`config.mk`:
```
export PLATFORM = sky130hd
export DESIGN_NAME = sdri_div_cell
export DESIGN_NICKNAME = d
export VERILOG_FILES = /design/src/hdl/sdri_pkg.sv /design/src/hdl/sdri_div_cell.sv
export SDC_FILE = /design/constraint.sdc
export NUM_CORES = 1
export LEC_CHECK = 0
export BUFFER_PORTS_ARGS = -buffer_cell sky130_fd_sc_hd__buf_2
export CORE_AREA = 5 5 136 138
export CTS_CLUSTER_SIZE = 14
export DETAILED_ROUTE_END_ITERATION = 8
export DIE_AREA = 0 0 141 143
export PLACE_DENSITY = 0.72
export SETUP_SLACK_MARGIN = 0.3
export SYNTH_ARGS = -nofsm -noshare
export SYNTH_HDL_FRONTEND = slang
export SYNTH_SLANG_ARGS = --single-unit
```
`constraint.sdc`:
```
create_clock -name clock -period 3.7 [get_ports clock]
set_clock_uncertainty 0.05 [all_clocks]
set_input_delay 0.37 -clock clock [delete_from_list [all_inputs] [get_ports clock]]
set_output_delay 0.37 -clock clock [all_outputs]
set_load 0.03 [all_outputs]
```
`src/hdl/sdri_pkg.sv`:
```
`timescale 1ns / 1ps

package sdri_pkg;

   localparam int MAP_BITS  = 6;
   localparam int FRAC_BITS = 16;

   localparam int POS_W  = MAP_BITS + FRAC_BITS;
   localparam int DIR_W  = FRAC_BITS + 2;
   localparam int OPEN_W = FRAC_BITS + 1;
   localparam int DIST_W = 8 + FRAC_BITS;

   localparam int D_W   = DIR_W;
   localparam int R_W   = D_W;
   localparam int N_W   = POS_W + FRAC_BITS;
   localparam int T_W   = N_W;
   localparam int LO_W  = (T_W + 1) / 2;
   localparam int HI_W  = T_W - LO_W;
   localparam int P_W   = T_W + D_W;
   localparam int OFF_W = POS_W + 3;
   localparam int C_W   = POS_W + 4;

   localparam int PAR_LIM = ((1 << FRAC_BITS) + 999999) / 1000000;
   localparam int T_MIN   = (1 << FRAC_BITS) / 10000;

   localparam logic [OFF_W-1:0]  OFF_CAP  = OFF_W'(1) << (POS_W + 2);
   localparam logic [DIST_W-1:0] DIST_MAX = {DIST_W{1'b1}};

   typedef struct packed {
      logic [MAP_BITS-1:0]     door_col;
      logic [MAP_BITS-1:0]     door_row;
      logic                    door_vertical;
      logic [OPEN_W-1:0]       door_open;
      logic [POS_W-1:0]        player_x;
      logic [POS_W-1:0]        player_y;
      logic signed [DIR_W-1:0] ray_dx;
      logic signed [DIR_W-1:0] ray_dy;
   } sdri_req_type;

   typedef struct packed {
      logic              hit;
      logic [DIST_W-1:0] distance;
      logic              side;
   } sdri_rsp_type;

   typedef struct packed {
      logic                miss;
      logic                vert;
      logic                neg_b;
      logic [POS_W-1:0]    pos_b;
      logic [MAP_BITS-1:0] cell_b;
      logic [OPEN_W-1:0]   open;
      logic [D_W-1:0]      db;
   } sdri_side_type;

   typedef struct packed {
      sdri_side_type  side;
      logic [D_W-1:0] da;
      logic [R_W-1:0] rem;
      logic [N_W-1:0] num;
      logic [T_W-1:0] quo;
   } sdri_div_type;

endpackage

```
`src/hdl/sdri_div_cell.sv`:
```
`timescale 1ns / 1ps

module sdri_div_cell (
   input  logic                  clock,
   input  logic                  reset,
   input  logic                  en,
   input  logic                  src_valid,
   input  sdri_pkg::sdri_div_type src_data,
   output logic                  dst_valid,
   output sdri_pkg::sdri_div_type dst_data
);
   import sdri_pkg::*;

   logic           valid_ff;
   sdri_div_type   data_ff;
   sdri_div_type   data_in;
   logic [R_W:0]   trial;
   logic           ge;

   always_comb begin
      trial        = {src_data.rem, src_data.num[N_W-1]};
      ge           = trial >= {1'b0, src_data.da};
      data_in      = src_data;
      data_in.num  = {src_data.num[N_W-2:0], 1'b0};
      data_in.quo  = {src_data.quo[T_W-2:0], ge};
      data_in.rem  = ge ? R_W'(trial - {1'b0, src_data.da}) : R_W'(trial);
   end

   always_ff @(posedge clock) begin
      if (reset) begin
         valid_ff <= 1'b0;
      end else if (en) begin
         valid_ff <= src_valid;
      end
   end

   always_ff @(posedge clock) begin
      if (en) begin
         data_ff <= data_in;
      end
   end

   assign dst_valid = valid_ff;
   assign dst_data  = data_ff;

   a_rem_below_divisor: assert property (@(posedge clock) disable iff (reset)
      valid_ff && !data_ff.side.miss |-> data_ff.rem < data_ff.da)
      else $error("remainder not below divisor");
endmodule

```
# --- Word level (Yosys, flattened, before mapping) ---
# Index checks and enable logic that the tools add are counted.
totals:
  out_inout_bits: 179
  register_bits: 178
  in_bits: 182
  elab_cells: 15
classes:
  n_mux: 1
  magnitude_cmp: 1
  addsub: 1
ops:
  columns: ["operator", "count"]
  rows:
  - ["greater-or-equal comparator 19 x 18 -> 1 bit", 1]
  - ["two-way mux 18 bit", 1]
  - ["subtractor 18 bit", 1]

# --- Depth between registers and ports, before layout ---
depth:
  depth_word: 2
  depth_mapped: 11
  depth_no_buf: 10

# --- Worst setup path before layout ---
# No wires, ideal clock.
synth_timing:
  path_type: "input to register"
  start: "input port src_data[75] (netlist bit)"
  end: "register data_ff, in the netlist dst_data[88], data pin"
  t_required_ns: 3.390
  path_stages: 10
  arrival_ns: 2.272
  setup_ns: 0.260
  path_slack_ns: 1.117
  n_path_buf: 0
  path_cell_list: "inv_1 -> ha_1 -> inv_1 -> fa_1 -> a21o_1 -> a221o_1 -> a21oi_1 -> o21ai_0 -> xor2_1 -> mux2_4"
synth_lines:
  columns: ["element", "line", "source"]
  rows:
  - ["start, declared", "sdri_div_cell.sv:8", "input sdri_pkg::sdri_div_type src_data,"]
  - ["end signal, assigned", "sdri_div_cell.sv:39", "data_ff <= data_in;"]
  - ["end, declared", "sdri_div_cell.sv:15", "sdri_div_type data_ff;"]

==> metrics.md <==
| Metric | Value |
|---|---|
| Fraction of power spent switching nets | 28.91% |
| Number of distinct library cells after synthesis | 54 |
| Per-cell routed wire length | 20.00 µm |
| CP max stage delay | 0.39 ns |
| Worst-Skew Late Latency | 0.41 ns |
| Count of warnings emitted by yosys | 0 |
| Worst hold margin | between 0.05 and 0.06 ns |
| Post-synthesis sequential element count | between 150 and 200 |
| Number of non-filler instances in the completed layout | 985 |
| Final clock period utilization by the worst path | 68.74% |
| Final critical-path required period | around 2.5 ns |
| Cell area after layout | approximately 9400 µm² |
| Clock tree root driver cell | sky130_fd_sc_hd__clkbuf_16 |
| Fraction of final layout cells with drive strength greater than 1 | 54.92% |
| Post-synth ARST share | 0% |
| Cells after Synth | between 300 and 400 |
| Dominant cell type by area after synthesis | sky130_fd_sc_hd__edfxtp_1 |
| Die span in x | 141 µm |
| Number of hold-repair buffers added at the cts stage | 0 |
| Crit-path most repeated cell | sky130_fd_sc_hd__inv_1 |
| Leakage Power | 4.147 nW |
| Ratio of routed vias to standard cells | 4.642 |
| Run status | finished clean |
| Data required, critical path | 3.82 ns |
| Critical Path Fanout Max | 3 |
| Drt total wl | 19700 µm |
| Placer's final routability congestion estimate | 0.9019 |
| Worst Path Buf+Inv | 3 |
| Arrival time worst endpoint | 2.67 ns |
| Internal power | approximately 3.7 mW |
| Violation count after the first detailed-route iteration | 294 |
| Proportion of power drawn by flip-flops and latches | ~47% |
| First-pass GRT wire length | between 20000 and 30000 µm |
| Number of cells upsized or downsized after cts | 0 |
| Pin count of the biggest net entering global routing | about 100 |
| Sequential fraction of the synthesis area | 78.67% |
| Maxcap violations | 0 |
| Vias after detailed routing | roughly 4600 |
| Post-route total power | between 5 and 6 mW |
| Setup TNS | 0 ns |
| Net switching power | between 1 and 1.5 mW |
| Type of the setup path with the least slack | primary input to flip-flop |
| Antenna violations before repair | 9 |
| Number of flops mapped to enable cells by yosys | around 180 |
| Die Y | 143 µm |
| RSZ-0062 raised after global routing | false |
| Post-CTS setup buffer count | 0 |
| IO Count | 361 |
| Peak supply drop | between 0.3 and 0.4 mV |
| Final setup violation count | 0 |
| Vias in the first global route | between 4000 and 5000 |
| Total global-route track usage | 18.79% |
| Class of the worst hold path | primary input to flip-flop |
| GRT overflow | 0 |
| Series of cell instances along the critical path | buf_2 -> inv_1 -> ha_1 -> inv_1 -> fa_1 -> a21o_1 -> a221o_1 -> a21oi_1 -> o21ai_0 -> xor2_1 -> mux2_4 |
| Family with the most delay on the worst path | compound AO/OA/AOI/OAI gates |
| Most used flip-flop cell after synthesis | sky130_fd_sc_hd__edfxtp_1 |
| Number of placement rows | 48 |
| Post-DRT Antenna Nets | 0 |
| Number of placed cells counting well taps | 945 |
| H-tree depth | 4 |
| Fin. Hold Viols | 0 |
| Area growth syn-to-layout | 39.28% |
| DRC violation count after routing | 0 |
| Clock network fraction of total power | between 30% and 40% |
| Actual transition at the worst max-transition pin | 0.8145 ns |
| Number of clock sinks | 178 |
| Area share of the largest cell type after synthesis | slightly below 80% |
| Pins over their slew limit | 0 |
| Post-detailed-placement half-perimeter wirelength | ~16000 µm |
| Crit end category | flip-flop |
| Area after DPL | 8833 µm² |
| Mean instance size in the synthesized netlist | 18.43 µm² |
| Max Fclk | between 300 and 400 MHz |
| Maximum buffer depth of the clock tree | 2 |
| Ratio of total power to cell area | ~550 nW/µm² |
| Full die area | ~20000 µm² |
| Effective utilization at floorplan | 39.76% |
| PortBufs | 358 |
| Clock-pin slew of the registers on the worst-case setup and hold paths | 0.07 ns |
| Final net count | 940 |
| Net count after synthesis | roughly 570 |
| Post-synthesis instance area | 6782 µm² |
| Number of CTS-inserted buffers | 17 |
| Combinational cell fraction of total power | a little under a fifth |
| Top cells by area, synth | sky130_fd_sc_hd__edfxtp_1 (78%), sky130_fd_sc_hd__ha_1 (3.3%), sky130_fd_sc_hd__mux2_4 (1.3%) |
| TritonRoute pass-1 iters | 5 |
| Max-Slew Margin vs Limit | 45.70% |
| Sort of element at the start of the critical path | primary input |
| Total core area | 17060 µm² |
| # fillers | ~1400 |
| TritonCTS clock tree | done |
| Worst-path cell with the longest stage delay | sky130_fd_sc_hd__fa_1 |
## power groups by stage
stage	clock [mW]	sequential, mW	combinational (mW)
final	1.79	2.46	0.939
after global routing	1.92	2.48	1.00
after CTS	1.83	2.46	0.949
after detailed placement	0	2.50	0.947
after global placement	0	2.50	0.937
after floorplan	0	2.87	0.221
## per-layer routing
metal  routed length (µm)  share of wire [%]  GRT usage (%)  up-vias
met5                   13              0.066              0        -
met4                  275                1.4          7.700        2
met3                 1662                8.4          6.062       18
met2                10950                 56          34.35      217
met1                 6801                 35          20.08     2166
li1                     -                  -              -     2169
## sequential cells by signal, indices dropped and copies added, names as in the netlist
signal	cells
dst_data	177
dst_valid	1
## logic make-up after synthesis
family,share of synthesized area [%]
buffers and inverters,2.214
AOI/OAI and AO/OA,6.439
DFF,78.67
and+or+nand+nor,4.022
other,0.05530
xor gates and xnor gates,1.421
adders and majority gates,3.616
muxes,3.561
## worst register-to-register path: cells and delay by family, from the launching register on
kind             cells  cell delay (ns)
flip-flops           1             0.31
multiplexers         1             0.12
AND/OR/NAND/NOR      1             0.06
## final timing paths
check / start / to / slack [ns] / cells after the start
worst max register to register: dst_valid / dst_valid / 3.06 / 2
worst max-delay path: src_data[75] / dst_data[88] / 1.16 / 11
worst min-delay path: reset / dst_valid / 0.05 / 2
worst min register to register: dst_valid / dst_valid / 0.45 / 2
## through the flow
step,setup WS (ns),util (%)
after CTS,1.196,55.26
after global routing,1.011,55.38
final,1.157,55.38
after global placement,0.7601,51.79
after floorplan,1.117,-
after detailed placement,0.7368,51.79
## synth_stat cells (all sizes together) (2+ instances only)
library cell	instances
o21a	2
o21ai	8
a211oi	4
edfxtp	177
o31ai	2
ha	18
xnor2	6
nand2b	2
o311ai	3
nor2	14
mux2i	5
mux2	15
inv	24
xor2	5
o211ai	4
and2	4
buf	8
nand2	11
nand3	5
and3	3
a21oi	13
nor2b	3
nor3	2
a21o	10
## area by class of cell
type                       count  area [µm²]  share of cell area [%]
clock buffer                  18       429.2                   4.544
clock inverter                14       162.7                   1.722
timing repair buffer         360        1828                   19.35
sequential                   178        5335                   56.48
inverter                      24       92.59                  0.9803
multi-input combinational    158        1296                   13.72
antenna                        8       20.02                  0.2119
tap                          225       281.5                   2.981
## cell usage in the layout, fill, tap and decap left out, drive strengths merged, types with 10 or more instances in the layout
| cell type | Yosys | final |
|---|---|---|
| nor2 | 14 | 14 |
| clkbuf | 0 | 19 |
| mux2 | 15 | 15 |
| ha | 18 | 18 |
| a21oi | 13 | 13 |
| a21o | 10 | 10 |
| buf | 8 | 359 |
| nand2 | 11 | 11 |
| inv | 24 | 31 |
| edfxtp | 177 | 177 |
(Power assumes the default switching activity.)
