--- config.mk ---
export PLATFORM = sky130hd
export DESIGN_NAME = sdri_post
export DESIGN_NICKNAME = d
export VERILOG_FILES = /design/src/hdl/sdri_pkg.sv /design/src/hdl/sdri_post.sv
export SDC_FILE = /design/constraint.sdc
export NUM_CORES = 2
export LEC_CHECK = 0
export BUFFER_PORTS_ARGS = -buffer_cell sky130_fd_sc_hd__buf_2
export CAP_MARGIN = 10
export CORE_UTILIZATION = 69
export CTS_CLUSTER_SIZE = 12
export DETAILED_ROUTE_END_ITERATION = 8
export GPL_TIMING_DRIVEN = 1
export PLACE_DENSITY_LB_ADDON = 0.1
export SLEW_MARGIN = 30
export SYNTH_ARGS = -nofsm -noshare
export SYNTH_HDL_FRONTEND = slang
export SYNTH_SLANG_ARGS = --single-unit
export TNS_END_PERCENT = 20
--- constraint.sdc ---
create_clock -name clock -period 23 [get_ports clock]
set_input_delay 4.6 -clock clock [delete_from_list [all_inputs] [get_ports clock]]
set_output_delay 4.6 -clock clock [all_outputs]
set_load 0.02 [all_outputs]
--- src/hdl/sdri_pkg.sv ---
`timescale 1ns / 1ps

package sdri_pkg;

   localparam int MAP_BITS  = 6;
   localparam int FRAC_BITS = 16;

   localparam int POS_W  = MAP_BITS + FRAC_BITS;
   localparam int DIR_W  = FRAC_BITS + 2;
   localparam int OPEN_W = FRAC_BITS + 1;
   localparam int DIST_W = 8 + FRAC_BITS;

   localparam int D_W   = DIR_W;
   localparam int R_W   = D_W;
   localparam int N_W   = POS_W + FRAC_BITS;
   localparam int T_W   = N_W;
   localparam int LO_W  = (T_W + 1) / 2;
   localparam int HI_W  = T_W - LO_W;
   localparam int P_W   = T_W + D_W;
   localparam int OFF_W = POS_W + 3;
   localparam int C_W   = POS_W + 4;

   localparam int PAR_LIM = ((1 << FRAC_BITS) + 999999) / 1000000;
   localparam int T_MIN   = (1 << FRAC_BITS) / 10000;

   localparam logic [OFF_W-1:0]  OFF_CAP  = OFF_W'(1) << (POS_W + 2);
   localparam logic [DIST_W-1:0] DIST_MAX = {DIST_W{1'b1}};

   typedef struct packed {
      logic [MAP_BITS-1:0]     door_col;
      logic [MAP_BITS-1:0]     door_row;
      logic                    door_vertical;
      logic [OPEN_W-1:0]       door_open;
      logic [POS_W-1:0]        player_x;
      logic [POS_W-1:0]        player_y;
      logic signed [DIR_W-1:0] ray_dx;
      logic signed [DIR_W-1:0] ray_dy;
   } sdri_req_type;

   typedef struct packed {
      logic              hit;
      logic [DIST_W-1:0] distance;
      logic              side;
   } sdri_rsp_type;

   typedef struct packed {
      logic                miss;
      logic                vert;
      logic                neg_b;
      logic [POS_W-1:0]    pos_b;
      logic [MAP_BITS-1:0] cell_b;
      logic [OPEN_W-1:0]   open;
      logic [D_W-1:0]      db;
   } sdri_side_type;

   typedef struct packed {
      sdri_side_type  side;
      logic [D_W-1:0] da;
      logic [R_W-1:0] rem;
      logic [N_W-1:0] num;
      logic [T_W-1:0] quo;
   } sdri_div_type;

endpackage

--- src/hdl/sdri_post.sv ---
`timescale 1ns / 1ps

module sdri_post (
   input  logic                  clock,
   input  logic                  reset,
   input  logic                  en,
   input  logic                  src_valid,
   input  sdri_pkg::sdri_div_type src_data,
   output logic                  dst_valid,
   output sdri_pkg::sdri_rsp_type dst_rsp
);
   import sdri_pkg::*;

   typedef struct packed {
      sdri_side_type          side;
      logic [T_W-1:0]         t;
      logic [HI_W+D_W-1:0]    p_hi;
      logic [LO_W+D_W-1:0]    p_lo;
   } mul_type;

   typedef struct packed {
      logic                miss;
      logic                vert;
      logic                neg_b;
      logic [POS_W-1:0]    pos_b;
      logic [MAP_BITS-1:0] cell_b;
      logic [OPEN_W-1:0]   open;
      logic [OFF_W-1:0]    off;
      logic [DIST_W-1:0]   dist_sat;
   } fin_type;

   logic                   m1_valid_ff;
   mul_type                m1_ff;
   mul_type                m1_in;
   logic                   m2_valid_ff;
   fin_type                m2_ff;
   fin_type                m2_in;

   logic [P_W-1:0]         sum;
   logic [P_W-FRAC_BITS-1:0] off_full;
   logic signed [C_W-1:0]  coord;
   logic signed [C_W-1:0]  lo_b;
   logic signed [C_W-1:0]  hi_b;
   logic [MAP_BITS:0]      cell_next;
   logic                   hit;

   always_comb begin
      m1_in.side = src_data.side;
      m1_in.t    = src_data.quo;
      m1_in.p_hi = {{D_W{1'b0}}, src_data.quo[T_W-1:LO_W]} *
                   {{HI_W{1'b0}}, src_data.side.db};
      m1_in.p_lo = {{D_W{1'b0}}, src_data.quo[LO_W-1:0]} *
                   {{LO_W{1'b0}}, src_data.side.db};
   end

   always_comb begin
      sum      = {m1_ff.p_hi, {LO_W{1'b0}}} + P_W'(m1_ff.p_lo);
      off_full = sum[P_W-1:FRAC_BITS];
      m2_in.miss   = m1_ff.side.miss || (m1_ff.t <= T_W'(T_MIN));
      m2_in.vert   = m1_ff.side.vert;
      m2_in.neg_b  = m1_ff.side.neg_b;
      m2_in.pos_b  = m1_ff.side.pos_b;
      m2_in.cell_b = m1_ff.side.cell_b;
      m2_in.open   = m1_ff.side.open;
      m2_in.off    = (off_full > (P_W-FRAC_BITS)'(OFF_CAP)) ? OFF_CAP : OFF_W'(off_full);
      m2_in.dist_sat = (m1_ff.t > T_W'(DIST_MAX)) ? DIST_MAX : DIST_W'(m1_ff.t);
   end

   always_comb begin
      coord     = m2_ff.neg_b ? (C_W'(m2_ff.pos_b) - C_W'(m2_ff.off))
                              : (C_W'(m2_ff.pos_b) + C_W'(m2_ff.off));
      lo_b      = C_W'({m2_ff.cell_b, {FRAC_BITS{1'b0}}}) + C_W'(m2_ff.open);
      cell_next = {1'b0, m2_ff.cell_b} + (MAP_BITS+1)'(1);
      hi_b      = C_W'({cell_next, {FRAC_BITS{1'b0}}});
      hit       = !m2_ff.miss && (coord >= lo_b) && (coord <= hi_b);
      dst_rsp.hit      = hit;
      dst_rsp.distance = hit ? m2_ff.dist_sat : '0;
      dst_rsp.side     = hit && !m2_ff.vert;
   end

   always_ff @(posedge clock) begin
      if (reset) begin
         m1_valid_ff <= 1'b0;
         m2_valid_ff <= 1'b0;
      end else if (en) begin
         m1_valid_ff <= src_valid;
         m2_valid_ff <= m1_valid_ff;
      end
   end

   always_ff @(posedge clock) begin
      if (en) begin
         m1_ff <= m1_in;
         m2_ff <= m2_in;
      end
   end

   assign dst_valid = m2_valid_ff;
endmodule

### After elaboration in Yosys (flattened, before gate mapping)

Cells that the tools add are included.

| word-level totals | value |
|---|---|
| memory bits (writable) | 0 |
| bits in latches | 0 |
| output and inout port bits | 27 |
| memories kept | 0 |
| ROM bits | 0 |
| word-level logic and storage cells | 39 |
| flip-flop bits (word level) | 259 |
| input port bits | 182 |

| cells by class | value |
|---|---|
| reduce and logical (&&, ||, !) cells | 6 |
| $add $sub $neg | 5 |
| $mul | 2 |
| $lt $le $gt $ge | 5 |
| mux-type cells | 2 |
| eq/ne operators | 0 |
| div/mod/pow operators | 0 |
| bitwise logic cells | 0 |
| shift-type cells | 0 |

Operators by type and width:

| operator | number |
|---|---|
| multiplier 19 x 18 -> 37 bit | 2 |
| adder 56 x 37 -> 56 bit | 1 |
| greater-than comparator 40 x 25 -> 1 bit, second input constant | 1 |
| greater-than comparator 38 x 24 -> 1 bit, second input constant | 1 |
| <= comparator 38 x 3 -> 1 bit, second input constant | 1 |
| adder 22 x 25 -> 26 bit | 1 |
| >= comparator 26 x 24 -> 1 bit | 1 |
| <= comparator 26 x 24 -> 1 bit | 1 |
| two-way mux 26 bit | 1 |
| subtractor 22 x 25 -> 26 bit | 1 |
| two-way mux 24 bit | 1 |
| adder 22 x 17 -> 23 bit | 1 |
| adder 6 x 1 -> 7 bit, second input constant | 1 |
| logical AND 1 bit | 3 |
| logical NOT 1 bit | 2 |
| logical OR 1 bit | 1 |

### Longest topological paths before layout

| depth | value |
|---|---|
| depth in word-level cells | 6 |
| mapped depth | 29 |
| gate-level depth less buffers | 27 |

### Worst setup path after synthesis

No wires, ideal clock.

| path | value |
|---|---|
| kind | input to register |
| start point | input port src_data[123] in the netlist's numbering |
| end point | register m1_ff[36] in the netlist's numbering (data pin) |
| stages on the path | 23 |
| buffers on the path | 2 |
| path slack | 12.365 ns |
| library setup time | 0.260 ns |
| arrival | 10.375 ns |
| required time | 22.740 ns |
| cells stage by stage | clkbuf_1 -> clkbuf_1 -> nand2_1 -> fa_1 -> inv_1 -> fa_1 -> fa_1 -> fa_1 -> fa_1 -> inv_1 -> fa_1 -> inv_1 -> ha_1 -> a21o_1 -> a21o_1 -> a21o_1 -> o2bb2ai_1 -> o21ai_0 -> a21boi_1 -> a221oi_1 -> a21oi_1 -> a21oi_1 -> xnor2_1 |

RTL lines:

| element | line | RTL |
|---|---|---|
| start, declared | sdri_post.sv:8 | `input sdri_pkg::sdri_div_type src_data,` |
| end signal, assigned | sdri_post.sv:93 | `m1_ff <= m1_in;` |
| end, declared | sdri_post.sv:33 | `mul_type m1_ff;` |

==> impl_results.md <==
- Outcome: complete, no violations
- Leak Pwr: between 15 and 20 nW
- Critical path's top delay family: simple AND/OR/NAND/NOR gates
- Global-route wire length before repair: 134300 um
- Core footprint: between 40000 and 50000 um2
- Critical Path Fanout Max: 26
- Number of nets in the finished design: between 4000 and 5000
- Buffers added on ports: between 100 and 150
- Termination of the worst setup path: dst_rsp[0]
- Setup Skew: 10.30 ps
- Hold/Removal Path Class: register to register
- Kind of critical path: register to output port
- WL final: 81060 um
- Async S/R FF share, synth: 0
- GRT Total Usage: 0.3392
- Cell seen most often among critical-path stages: nor2_1
- Initial antenna violation count: 3
- Start point of the critical path: m2_ff[27]
- Cell taking the most area after synthesis: fa_1
- Count leader, synth: inv_1
- I/O pins: ~210
- Power after layout: around 5.8 mW
- Total number of yosys warnings: 0
- Sum of net half-perimeters after detailed placement: between 60000 and 70000 um
- Dominant register cell in the synthesized netlist: edfxtp_1
- DRT Pass-1 Iters: 5
- Hold Buf Count CTS: 0
- Via-per-instance ratio: roughly 6
- Mapped Area: 34120 um2
- Clock tree from TritonCTS: built
- Clock-pin transition on the worst setup and hold timing paths: approximately 60 ps
- CTS resizes: 0
- Commonest cells post-synth: 724 x inv_1, 544 x fa_1, 494 x nand2_1, 289 x ha_1, 265 x and2_1
- Overflow after GRT: 0
- Distinct cells, synth: between 90 and 100
- Register area share after synthesis: 0.2133
- Die Outline Area: roughly 50000 um2
- Worst path slowest cell: or4_4
- Worst-Skew Late Latency: 540 ps
- Number of nets still failing antenna checks after routing: 0
- Starting utilization of the core area: 0.6985
- Fraction of final layout cells with drive strength greater than 1: 0.07207
- Crit-path cells: or4_4, nor3_2, nor2_1, xnor2_1, ha_1, and2_1, a32oi_1, o211ai_1, a21oi_1, o21bai_1, a21oi_1, xnor2_1, ha_1, nor2_1, nor2_1, nand4_1, a221o_1, a211oi_1, maj3_1, a31oi_1, a22oi_1, nand4_4, nor3_1, buf_2
- Post-CTS Setup Repair Bufs: 0
- Arrival time reported for the critical path endpoint: between 7000 and 8000 ps
- Top-area cell type share of the netlist area: 0.3192
- Startpoint type of the worst setup path: register
- Reg2Reg Capture Point: m2_ff[39]
- Critical path endpoint category: output port
- Routed WL per cell: 19.15 um
- Total negative setup slack: 0 ps
- Worst Reg2Reg Path Length in Cells: 13
- Remaining routing DRC violations: 0
- Required time of the critical path: about 18000 ps
- DRC violation total after the first TritonRoute iteration: roughly 1900
- WP depth: 24
- Mapped Avg Cell Area: approximately 9.7 um2
- Area added between synthesis and finish: 5.545%
- Post-layout min period: 11930 ps
- Power per unit of standard cell area: 160.4 nW/um2
- Final Cycle Share: 0.5188
- Chip Height: around 220 um
- Max Transition Viols Final: 0
- Synth area leaders: fa_1 32%, edfxtp_1 21%, ha_1 11%, inv_1 8.0%, nand2_1 5.4%
- Max cap viols: 0
- CTS max path bufs: 3
- Internal reg-to-reg setup slack: 18720 ps
- Combined buffer and inverter count along the critical path: 1
- Peak VDD IR: approximately 0.25 mV
- Critical path's largest stage delay: about 630 ps
- TritonCTS buffer count: 27
- Fmax: 83.81 MHz
- Pin count of the biggest net entering global routing: 87
- H-Tree Depth: 1
- Mapped Cells: roughly 3500
- Syn Nets: ~4500
- Setup repair after global routing missed its margin: false
- Via count of the first global-routing pass: around 27000
- DIE WIDTH: around 220 um
- Fin. Hold Viols: 0
- Slew headroom: 0.3420
- Worst slew pin tran: between 900 and 1000 ps
- Reg-to-reg startpoint: m1_ff[37]
- Setup violators final: 0
- Std-Cell Rows: 81
- Post-synth EDFFs: roughly 240
- Routability congestion estimate from global placement: ~0.94
- Number of storage elements in the synthesis netlist: 243
- Detailed-route via count: 24806
- CTS Sinks: 243
- Root cell of the clock tree: clkbuf_16
[area by class of cell]
class	count	area [um2]
inverter	724	2718
fill	3504	12840
antenna	2	5.005
sequential	243	7277
timing repair buffer	145	782.0
multi-input combinational	2407	23530
clock inverter	10	133.9
clock buffer	37	733.2
tap	664	830.8
[layout by cell type (no fill, tap or decap), types with 9 or more instances in the layout]
cell type,instances
xor2_1,46
inv_1,724
and2_1,265
and3_1,14
xnor2_1,67
edfxtp_1,241
o21a_1,15
nor2b_1,16
buf_2,133
ha_1,289
or2_2,28
nand4_1,16
nand2b_1,14
nand3_1,36
clkbuf_16,27
nand2_1,494
nor3b_1,12
fa_1,544
nor3_1,34
a211oi_1,15
a21o_1,37
o21bai_1,9
o21ai_0,57
nor2_1,117
a31oi_1,13
a21oi_1,85
nor4_1,15
nor3b_2,19
[flip-flops by register name, indices dropped and copies added (netlist names)]
| register | count |
|---|---|
| dst_valid | 1 |
| m1_ff | 144 |
| m1_valid_ff | 1 |
| m2_ff | 97 |
[cell families after synthesis]
logic type	synth area share
adder cells (fa/ha/maj)	0.4258
buffers and inverters	0.09780
XOR/XNOR	0.02901
AO/OA/AOI/OAI	0.06656
multiplexers	0.002714
flip-flops	0.2133
AND/OR/NAND/NOR	0.1649
[where the power goes]
part	total [mW]	internal, mW	switching (mW)
logic	4.53	1.86	2.67
clock network	0.424	0.256	0.168
registers	0.825	0.773	0.0521
total	5.78	2.89	2.89
[per-layer routing]
layer / routed length, um / global-route usage
met1: 31560 / 0.4300
met2: 39590 / 0.5859
met3: 6301 / 0.05003
met4: 3608 / 0.1387
met5: 0 / 0
[worst min path at each step]
stage | endpoint | cells after the start | slack (ps) | startpoint
after detailed placement | m2_ff[63] | 0 | 400 | m1_ff[144]
after CTS | m2_ff[73] | 0 | 420 | m1_ff[154]
after global routing | m2_ff[84] | 0 | 420 | m1_ff[165]
final | m2_ff[89] | 0 | 420 | m1_ff[170]
after global placement | m2_ff[66] | 0 | 400 | m1_ff[147]
after floorplan | m2_ff[49] | 0 | 400 | m1_ff[130]
[metrics by stage]
| stage | hold WS, ps | cells | utilization | setup slack, ps | cell area, um2 |
|---|---|---|---|---|---|
| floorplan | 400.3 | 3528 | - | 12370 | 34120 |
| detailed placement | 404.5 | 4182 | 0.7188 | 11000 | 35110 |
| finish | 416.3 | 4232 | 0.7372 | 11070 | 36010 |
| CTS | 417.0 | 4229 | 0.7365 | 11080 | 35980 |
| global route | 420.1 | 4230 | 0.7371 | 10700 | 36010 |
| global placement | 403.7 | 4181 | 0.7183 | 11110 | 35090 |
(Power assumes the default switching activity.)
