===== src/hdl/sdri_pkg.sv =====
`timescale 1ns / 1ps

package sdri_pkg;

   localparam int MAP_BITS  = 6;
   localparam int FRAC_BITS = 16;

   localparam int POS_W  = MAP_BITS + FRAC_BITS;
   localparam int DIR_W  = FRAC_BITS + 2;
   localparam int OPEN_W = FRAC_BITS + 1;
   localparam int DIST_W = 8 + FRAC_BITS;

   localparam int D_W   = DIR_W;
   localparam int R_W   = D_W;
   localparam int N_W   = POS_W + FRAC_BITS;
   localparam int T_W   = N_W;
   localparam int LO_W  = (T_W + 1) / 2;
   localparam int HI_W  = T_W - LO_W;
   localparam int P_W   = T_W + D_W;
   localparam int OFF_W = POS_W + 3;
   localparam int C_W   = POS_W + 4;

   localparam int PAR_LIM = ((1 << FRAC_BITS) + 999999) / 1000000;
   localparam int T_MIN   = (1 << FRAC_BITS) / 10000;

   localparam logic [OFF_W-1:0]  OFF_CAP  = OFF_W'(1) << (POS_W + 2);
   localparam logic [DIST_W-1:0] DIST_MAX = {DIST_W{1'b1}};

   typedef struct packed {
      logic [MAP_BITS-1:0]     door_col;
      logic [MAP_BITS-1:0]     door_row;
      logic                    door_vertical;
      logic [OPEN_W-1:0]       door_open;
      logic [POS_W-1:0]        player_x;
      logic [POS_W-1:0]        player_y;
      logic signed [DIR_W-1:0] ray_dx;
      logic signed [DIR_W-1:0] ray_dy;
   } sdri_req_type;

   typedef struct packed {
      logic              hit;
      logic [DIST_W-1:0] distance;
      logic              side;
   } sdri_rsp_type;

   typedef struct packed {
      logic                miss;
      logic                vert;
      logic                neg_b;
      logic [POS_W-1:0]    pos_b;
      logic [MAP_BITS-1:0] cell_b;
      logic [OPEN_W-1:0]   open;
      logic [D_W-1:0]      db;
   } sdri_side_type;

   typedef struct packed {
      sdri_side_type  side;
      logic [D_W-1:0] da;
      logic [R_W-1:0] rem;
      logic [N_W-1:0] num;
      logic [T_W-1:0] quo;
   } sdri_div_type;

endpackage


===== src/hdl/sdri_prep.sv =====
`timescale 1ns / 1ps

module sdri_prep (
   input  logic                  clock,
   input  logic                  reset,
   input  logic                  en,
   input  logic                  src_valid,
   input  sdri_pkg::sdri_req_type src_data,
   output logic                  dst_valid,
   output sdri_pkg::sdri_div_type dst_data
);
   import sdri_pkg::*;

   logic                  valid_ff;
   sdri_div_type          data_ff;
   sdri_div_type          data_in;

   logic [MAP_BITS-1:0]   cell_a;
   logic [MAP_BITS-1:0]   cell_b;
   logic [POS_W-1:0]      pos_a;
   logic [POS_W-1:0]      pos_b;
   logic [DIR_W-1:0]      dir_a;
   logic [DIR_W-1:0]      dir_b;
   logic                  neg_a;
   logic                  neg_b;
   logic [D_W-1:0]        da;
   logic [D_W-1:0]        db;
   logic [POS_W-1:0]      plane;
   logic [POS_W:0]        num;
   logic                  num_neg;
   logic [POS_W-1:0]      num_mag;

   always_comb begin
      cell_a  = src_data.door_vertical ? src_data.door_col : src_data.door_row;
      cell_b  = src_data.door_vertical ? src_data.door_row : src_data.door_col;
      pos_a   = src_data.door_vertical ? src_data.player_x : src_data.player_y;
      pos_b   = src_data.door_vertical ? src_data.player_y : src_data.player_x;
      dir_a   = src_data.door_vertical ? src_data.ray_dx : src_data.ray_dy;
      dir_b   = src_data.door_vertical ? src_data.ray_dy : src_data.ray_dx;
      neg_a   = dir_a[DIR_W-1];
      neg_b   = dir_b[DIR_W-1];
      da      = neg_a ? (~dir_a + DIR_W'(1)) : dir_a;
      db      = neg_b ? (~dir_b + DIR_W'(1)) : dir_b;
      plane   = {cell_a, 1'b1, {(FRAC_BITS-1){1'b0}}};
      num     = {1'b0, plane} - {1'b0, pos_a};
      num_neg = num[POS_W];
      num_mag = num_neg ? POS_W'(~num + (POS_W+1)'(1)) : num[POS_W-1:0];

      data_in.side.miss  = (da < D_W'(PAR_LIM)) || (num == '0) || (num_neg != neg_a);
      data_in.side.vert  = src_data.door_vertical;
      data_in.side.neg_b = neg_b;
      data_in.side.pos_b = pos_b;
      data_in.side.cell_b = cell_b;
      data_in.side.open  = src_data.door_open;
      data_in.side.db    = db;
      data_in.da         = da;
      data_in.rem        = '0;
      data_in.num        = {num_mag, {FRAC_BITS{1'b0}}};
      data_in.quo        = '0;
   end

   always_ff @(posedge clock) begin
      if (reset) begin
         valid_ff <= 1'b0;
      end else if (en) begin
         valid_ff <= src_valid;
      end
   end

   always_ff @(posedge clock) begin
      if (en) begin
         data_ff <= data_in;
      end
   end

   assign dst_valid = valid_ff;
   assign dst_data  = data_ff;
endmodule


===== config.mk =====
export PLATFORM = sky130hd
export DESIGN_NAME = sdri_prep
export DESIGN_NICKNAME = d
export VERILOG_FILES = /design/src/hdl/sdri_pkg.sv /design/src/hdl/sdri_prep.sv
export SDC_FILE = /design/constraint.sdc
export NUM_CORES = 1
export LEC_CHECK = 0
export ABC_AREA = 1
export BUFFER_PORTS_ARGS = -buffer_cell sky130_fd_sc_hd__buf_2
export CAP_MARGIN = 20
export CORE_MARGIN = 4
export CORE_UTILIZATION = 46
export CTS_CLUSTER_SIZE = 12
export DETAILED_ROUTE_END_ITERATION = 10
export GPL_ROUTABILITY_DRIVEN = 0
export PLACE_DENSITY_LB_ADDON = 0.25
export SKIP_LAST_GASP = 1
export SYNTH_ARGS = -nofsm -noshare
export SYNTH_HDL_FRONTEND = slang
export SYNTH_SLANG_ARGS = --single-unit

===== constraint.sdc =====
create_clock -name clock -period 3.13 [get_ports clock]
set_input_delay 0.4695 -clock clock [delete_from_list [all_inputs] [get_ports clock]]
set_output_delay 0.4695 -clock clock [all_outputs]
set_load 0.01 [all_outputs]

# Word-level counts from Yosys, hierarchy flattened
# Cells that the tools add are included.
[totals]
register_bits = 107
inputBits = 114
out_inout_bits = 179
[op_classes]
n_addsub = 4
order_cmp = 1
eq_ne = 1
n_mux = 9
n_bitwise = 3
reduce_logical = 3
[op_table]
columns = ["operator", "n"]
rows = [
  ["two-way mux 22 bit", 3],
  ["two-way mux 18 bit", 3],
  ["adder 18 x 1 -> 18 bit, second input constant", 2],
  ["inverter 18 bit", 2],
  ["logical NOT 23 bit", 1],
  ["subtractor 22 x 22 -> 23 bit", 1],
  ["adder 22 x 1 -> 22 bit, second input constant", 1],
  ["inverter 22 bit", 1],
  ["less-than comparator 18 x 1 -> 1 bit, second input constant", 1],
  ["two-way mux 17 bit", 1],
  ["two-way mux 6 bit", 2],
  ["logical OR 1 bit", 2],
  ["inequality test 1 bit", 1],
]

# Logic depth before layout (Yosys ltp)
# Gate-level depths: netlist of the first run.
[logic_depth]
ltp_word = 7
depth_mapped = 25
ltp_nobuf = 19

# Least setup slack after synthesis of the first run
# Ideal clock, no wire load.
[synth_timing]
path_kind = "input-to-reg"
startpoint = "input port src_data[97] in the netlist's numbering"
endpoint = "register data_ff, in the netlist dst_data[66] (data pin)"
setup_ps = 254
arrival_ps = 3008
required_time_ps = 2876
setup_slack_ps = -132
cell_stages = 20
path_buffers = 8
path_cell_list = "buf_6 buf_6 buf_8 buf_6 buf_6 buf_6 clkbuf_1 o21ai_0 ha_1 nand2_1 nor2_1 nand2_1 nor3_1 nand3_1 nand2_2 inv_2 buf_2 nand2_1 xor2_1 inv_1"
[synth_rtl]
columns = ["item", "line", "rtl"]
rows = [
  ["start, declared", "sdri_prep.sv:8", "input sdri_pkg::sdri_req_type src_data,"],
  ["end signal, assigned", "sdri_prep.sv:72", "data_ff <= data_in;"],
  ["end, declared", "sdri_prep.sv:15", "sdri_div_type data_ff;"],
]

==> impl_metrics.toml, run 1 <==
[floorplanning]
die_h_um = 138
dieArea_um2 = 18900
fp-row-count = 47
start_util_pct = 46.7
io_pins = 293
die_width_um = 138
core_um2 = 16500

[synth]
ys_seq_area_share_pct = 41.5
synth_edf_count = 106
synth_cells = 989
syn_area_per_cell_um2 = 7.81
synthFlopType = "edfxtp_1"
synth_area_leaders = "edfxtp_1 41%, nand2_1 14%, buf_4 7.2%"
syn_area_um2 = 7720
ys_types = 44
ys_ff_latch = 107
synth_top_area_share_pct = 41.2
synth_area_leader_cell = "edfxtp_1"
synth.yosys.warnings = 0
synth-async-reset-ratio_pct = 0

[cts]
clk_path_buf_depth = 2
worstSkewPairLatency_ns = 0.35
cts_buffers = 9
clockRootBuffer = "clkbuf_16"
h-tree-depth = 3
cts_resized = 0
ctsHoldBuffers = 0
cts_setup_buffers = 0
cts_tree = "yes"
clkTransAtPathRegs_ns = 0.07
cts_num_sinks = 107

[global_route]
grt_use_total_pct = 20.0
grt_antenna_before_repair = 0
grt_pass1_vias = 5908
grt_max_degree = 74
grt_pass1_wl_um = 29400
grt_overflow = 0

[timing]
fmax_ghz = 0.378
fin_ws_ns = 0.487
finalHoldViolCount = 0
rsz0062_at_grt = "no"
setup_viol = 0
maxSlewViolCount = 0
skew_ns = 0
finalSetupTns_ns = 0
post-route-min-period_ns = 2.64
fin_crit_sh_pct = 84.4

[setup_path]
startpoint = "src_data[97]"
reg2reg_to = "dst_valid$_SDFFE_PP0P_"
crit_end = "dst_data[74]$_DFFE_PP_"
rr_worst_depth = 2
critPathKind = "input port to flop"
required_ns = 3.24
crit_arrival_ns = 2.76
r2r_slack_ns = 2.55
worst_setup_path_start_kind = "input port"
r2r_start = "dst_valid$_SDFFE_PP0P_"
end_kind = "flop"
critPathMaxFanout = 29

[placement]
dp_hpwl_um = 15700
place_ws_ns = 0.174
port_buffers = 220

[status]
status = "complete, no violations"

[power]
p_leak_nw = 4.50
p_per_area_nw_per_um2 = 454
ir_drop_mv = 0.268

[route]
wire_per_inst_um = 13.6
remaining_drc_errors = 0
routed_wl_um = 19500
vias_per_cell = 4.68
first_pass_iters = 5
vias = 6693
ant_nets = 0
first_iter_violations = 524

[layout]
n_antenna_cell = 0
nets = 1328
syn_to_final_growth_pct = 17.2
final_layout_size_suffix_gt1_share_pct = 26.9

[flow_run]
drv_cap = 0

[hold_path]
hp-class = "input port to flop"
-- stage by stage --
| step | util, % | cell area [µm²] | power (W) | cells | hold slack (ns) |
|---|---|---|---|---|---|
| 2_1_floorplan | - | 8030 | 0.00268 | 1060 | 0.528 |
| 3_3_place_gp | 53.0 | 8760 | 0.00301 | 1414 | 0.485 |
| 3_5_place_dp | 53.0 | 8760 | 0.00302 | 1414 | 0.485 |
| 4_1_cts | 54.8 | 9050 | 0.00416 | 1430 | 0.254 |
| 5_1_grt | 54.8 | 9050 | 0.00438 | 1430 | 0.267 |
| 6_report | 54.8 | 9050 | 0.00411 | 1430 | 0.275 |
-- cell families after synthesis --
kind of cell / share of synthesized area [%]
AND/OR/NAND/NOR: 27.7
buffers and inverters: 16.3
AO/OA/AOI/OAI: 8.54
flip-flops: 41.5
XOR/XNOR: 4.08
adder cells (fa/ha/maj): 1.46
multiplexers: 0.437
other: 0.0486
-- worst min path at each step --
stage	startpoint	endpoint	slack (ns)	depth (start not counted)
floorplan	dst_valid$_SDFFE_PP0P_	dst_valid$_SDFFE_PP0P_	0.53	2
global route	reset	dst_valid$_SDFFE_PP0P_	0.27	2
global placement	dst_valid$_SDFFE_PP0P_	dst_valid$_SDFFE_PP0P_	0.49	2
CTS	reset	dst_valid$_SDFFE_PP0P_	0.25	2
finish	reset	dst_valid$_SDFFE_PP0P_	0.28	2
detailed placement	dst_valid$_SDFFE_PP0P_	dst_valid$_SDFFE_PP0P_	0.49	2
-- metal layers --
metal,share of wire [%],track usage [%]
met1,43,27.1
met2,45,31.8
met3,10,4.13
met4,2.3,6.98
met5,0,0
-- power breakdown --
group / switching [W] / total [W] / leakage, nW / internal [W]
clock: 0.000510 / 0.00113 / 0.139 / 0.000621
combinational: 0.000733 / 0.00114 / 3.31 / 0.000411
sequential: 0.0000417 / 0.00184 / 1.04 / 0.00179
total: 0.00128 / 0.00411 / 4.50 / 0.00283
-- cells in the mapped netlist (all sizes together), types with 4 or more instances --
cell type  count
xnor2         12
nand4          4
nor2          85
edfxtp       106
clkbuf         7
o21ai         96
nand3b         6
inv          133
buf           91
xor2          24
ha             9
or2            8
a21oi         10
nand2        323
nand3         56
-- final cells by class --
cell class | count | area [µm²]
Clock inverter | 6 | 62.6
Inverter | 134 | 513
Multi-Input combinational cell | 721 | 3530
Timing Repair Buffer | 232 | 1230
Fill cell | 1611 | 7470
Clock buffer | 10 | 229
Tap cell | 220 | 275
Sequential cell | 107 | 3200
-- sequential cells by signal, summed over array words and instances, names as in the netlist --
name and count:
dst_valid 1, dst_data 106
-- cells in the final DEF (no fill, tap or decap), types with 3 or more instances in the layout --
master,netlist,final
a21oi_1,8,8
nor2_1,64,64
clkbuf_16,0,9
nor2_4,6,6
o21ai_1,13,14
nand3b_1,6,6
o21ai_0,71,70
xnor2_1,12,12
buf_4,74,11
nand2_2,24,26
xor2_1,24,24
nand4_1,4,4
edfxtp_1,106,106
nor2_2,15,15
o21ai_2,10,10
conb_1,1,72
a31oi_1,3,3
nand3_2,4,4
inv_2,8,7
nand3_1,52,52
or2_1,4,4
buf_2,5,218
clkinv_1,1,3
nor3_1,3,3
inv_1,124,124
ha_1,9,9
buf_12,0,3
nand2_1,297,295
-- worst max-delay path, cell delays in order --
cell	delay (ns)
buf_4	0.23
inv_8	0.19
nand2_1	0.07
nand2_1	0.12
ha_1	0.23
nand3_2	0.15
nor2_4	0.17
nand2_1	0.11
inv_2	0.09
nand2_1	0.06
nand2_1	0.09
nand2_2	0.07
nor2_2	0.15
nand2_2	0.10
nor2_1	0.15
nand2_1	0.08
nand2_1	0.06
nand2_1	0.04
nand2_1	0.05
inv_1	0.03
Note: power is estimated with default switching activity, not from simulation.
==> run 2: changes to the inputs <==
--- a/config.mk
+++ b/config.mk
@@ -9,7 +9,7 @@
 export BUFFER_PORTS_ARGS = -buffer_cell sky130_fd_sc_hd__buf_2
 export CAP_MARGIN = 20
 export CORE_MARGIN = 4
-export CORE_UTILIZATION = 46
+export CORE_UTILIZATION = 50
 export CTS_CLUSTER_SIZE = 12
 export DETAILED_ROUTE_END_ITERATION = 10
 export GPL_ROUTABILITY_DRIVEN = 0
==> constraint.sdc (replaced) <==
create_clock -name clock -period 2.6 [get_ports clock]
set_input_delay 0.39 -clock clock [delete_from_list [all_inputs] [get_ports clock]]
set_output_delay 0.39 -clock clock [all_outputs]
set_load 0.01 [all_outputs]
==> run 2 against run 1 <==
  * Register-to-register slack lost 0.53 ns
  * Core utilization grew 9.9 points
  * Total power grew 28%
  * Clock power grew 31%
  * Combinational power grew 39%
  * Sequential power grew 21%
  * Non-clock buffer count grew 94
  * Routed wire length grew 6.3%
  * Global-route usage grew 3.2 points
  * Critical path type unchanged
  * Highest routed layer is now met5
==> impl_metrics.toml, run 2 (synthesized netlist as in run 1, its figures left out) <==
[cts]
clkTransAtPathRegs_ns = 0.07
clockRootBuffer = "clkbuf_16"
cts_buffers = 9
cts_resized = 0
worstSkewPairLatency_ns = 0.35
cts_setup_buffers = 0
clk_path_buf_depth = 2
h-tree-depth = 3
cts_tree = "yes"
ctsHoldBuffers = 0
cts_num_sinks = 107

[layout]
final_cell_mix = "292 x nand2_1, 218 x buf_2, 124 x inv_1"
regArea_um2 = 3200
largest_reg_flops = 106
final_util_pct = 64.6
final_layout_size_suffix_gt1_share_pct = 32.6
fill_cells = 1296
nets = 1422
multi_input_area_um2 = 3550
n_antenna_cell = 0
fin_area_um2 = 9790
layout.cells.most_common = "nand2_1"
syn_to_final_growth_pct = 26.8

[global_route]
grt_pass1_wl_um = 32600
grt_antenna_before_repair = 1
grt_use_total_pct = 23.2
grt_pass1_vias = 6809
grt_max_degree = 38
grt_overflow = 0

[timing]
finalHoldViolCount = 0
setup_viol = 0
worst_hold_slack_ns = 0.195
skew_ns = 0
fin_crit_sh_pct = 88.6
fmax_ghz = 0.434
post-route-min-period_ns = 2.30
rsz0062_at_grt = "no"
maxSlewViolCount = 0

[setup_path]
crit_arrival_ns = 2.41
worst_setup_path_start_kind = "input port"
crit_chain = "buf_4 > buf_12 > nand2_1 > o21ai_0 > ha_1 > nand2_1 > nor2_1 > nand2_1 > nor3_1 > nand3_1 > nand2_2 > buf_4 > nor2_1 > xor2_1 > inv_1"
max_stage_delay_ns = 0.35
end_kind = "flop"
path_buf_inv = 4
cpMostUsedCell = "nand2_1"
critPathMaxFanout = 22
cp_top_family = "simple AND/OR/NAND/NOR gates"
required_ns = 2.71
critPathKind = "input port to flop"
cpMaxStageDelayCell = "ha_1"

[power]
ir_drop_mv = 0.315
p_per_area_nw_per_um2 = 539
p_leak_nw = 4.98
finalPower_w = 0.00528

[flow_run]
drv_cap = 0

[placement]
postPlaceCellArea_um2 = 9480
port_buffers = 220
dp_hpwl_um = 17000

[route]
vias = 7125
remaining_drc_errors = 0
first_iter_violations = 381
first_pass_iters = 5
routed_wl_um = 20700
ant_nets = 0
vias_per_cell = 4.78
wire_per_inst_um = 13.9

[floorplanning]
fp-row-count = 45
die_width_um = 132
io_pins = 293
start_util_pct = 51.0
die_h_um = 132
core_um2 = 15100
dieArea_um2 = 17500

[status]
status = "complete, no violations"

[hold_path]
hp-class = "input port to flop"
[run 2: per-stage QoR]
stage	instances	setup TNS (ns)	worst slack (ns)
after global placement	1476	-0.0457	-0.0410
after floorplan	1060	-7.81	-0.435
after global routing	1491	0	0.0334
after detailed placement	1476	-0.185	-0.0645
final	1491	0	0.296
after CTS	1491	0	0.308
[run 2: area by class of cell]
class | instances | share of cell area [%]
flip-flops and latches | 107 | 32.7
inverters | 134 | 5.24
clock inverters | 5 | 0.869
repair buffers | 326 | 20.2
well taps | 188 | 2.40
multi-input cells | 721 | 36.2
clock buffers | 10 | 2.34
[run 2: final timing paths]
| path | start | end | slack (ns) | cells past startpoint |
|---|---|---|---|---|
| hold / removal | reset | dst_valid$_SDFFE_PP0P_ | 0.20 | 2 |
| setup reg to reg | dst_valid$_SDFFE_PP0P_ | dst_valid$_SDFFE_PP0P_ | 2.02 | 2 |
| setup / recovery | src_data[97] | dst_data[63]$_DFFE_PP_ | 0.30 | 15 |
| hold reg to reg | dst_valid$_SDFFE_PP0P_ | dst_valid$_SDFFE_PP0P_ | 0.50 | 2 |
[run 2: report_power, final]
part           internal [W]  switching (W)
registers           0.00216      0.0000584
clock network      0.000847       0.000632
logic              0.000645       0.000933
total               0.00365        0.00162
[run 2: worst reg2reg max path, delay by kind of cell (launching register included)]
kind	cells	cell delay, ns
flops	1	0.31
mux	1	0.12
simple gates	1	0.05
[run 2: metal layers]
metal / track usage [%] / part of all wire [%] / wire length [µm]
met5: 0 / 0.063 / 13
met4: 8.55 / 2.6 / 529
met3: 4.81 / 8.6 / 1780
met1: 29.5 / 42 / 8760
met2: 39.3 / 46 / 9590
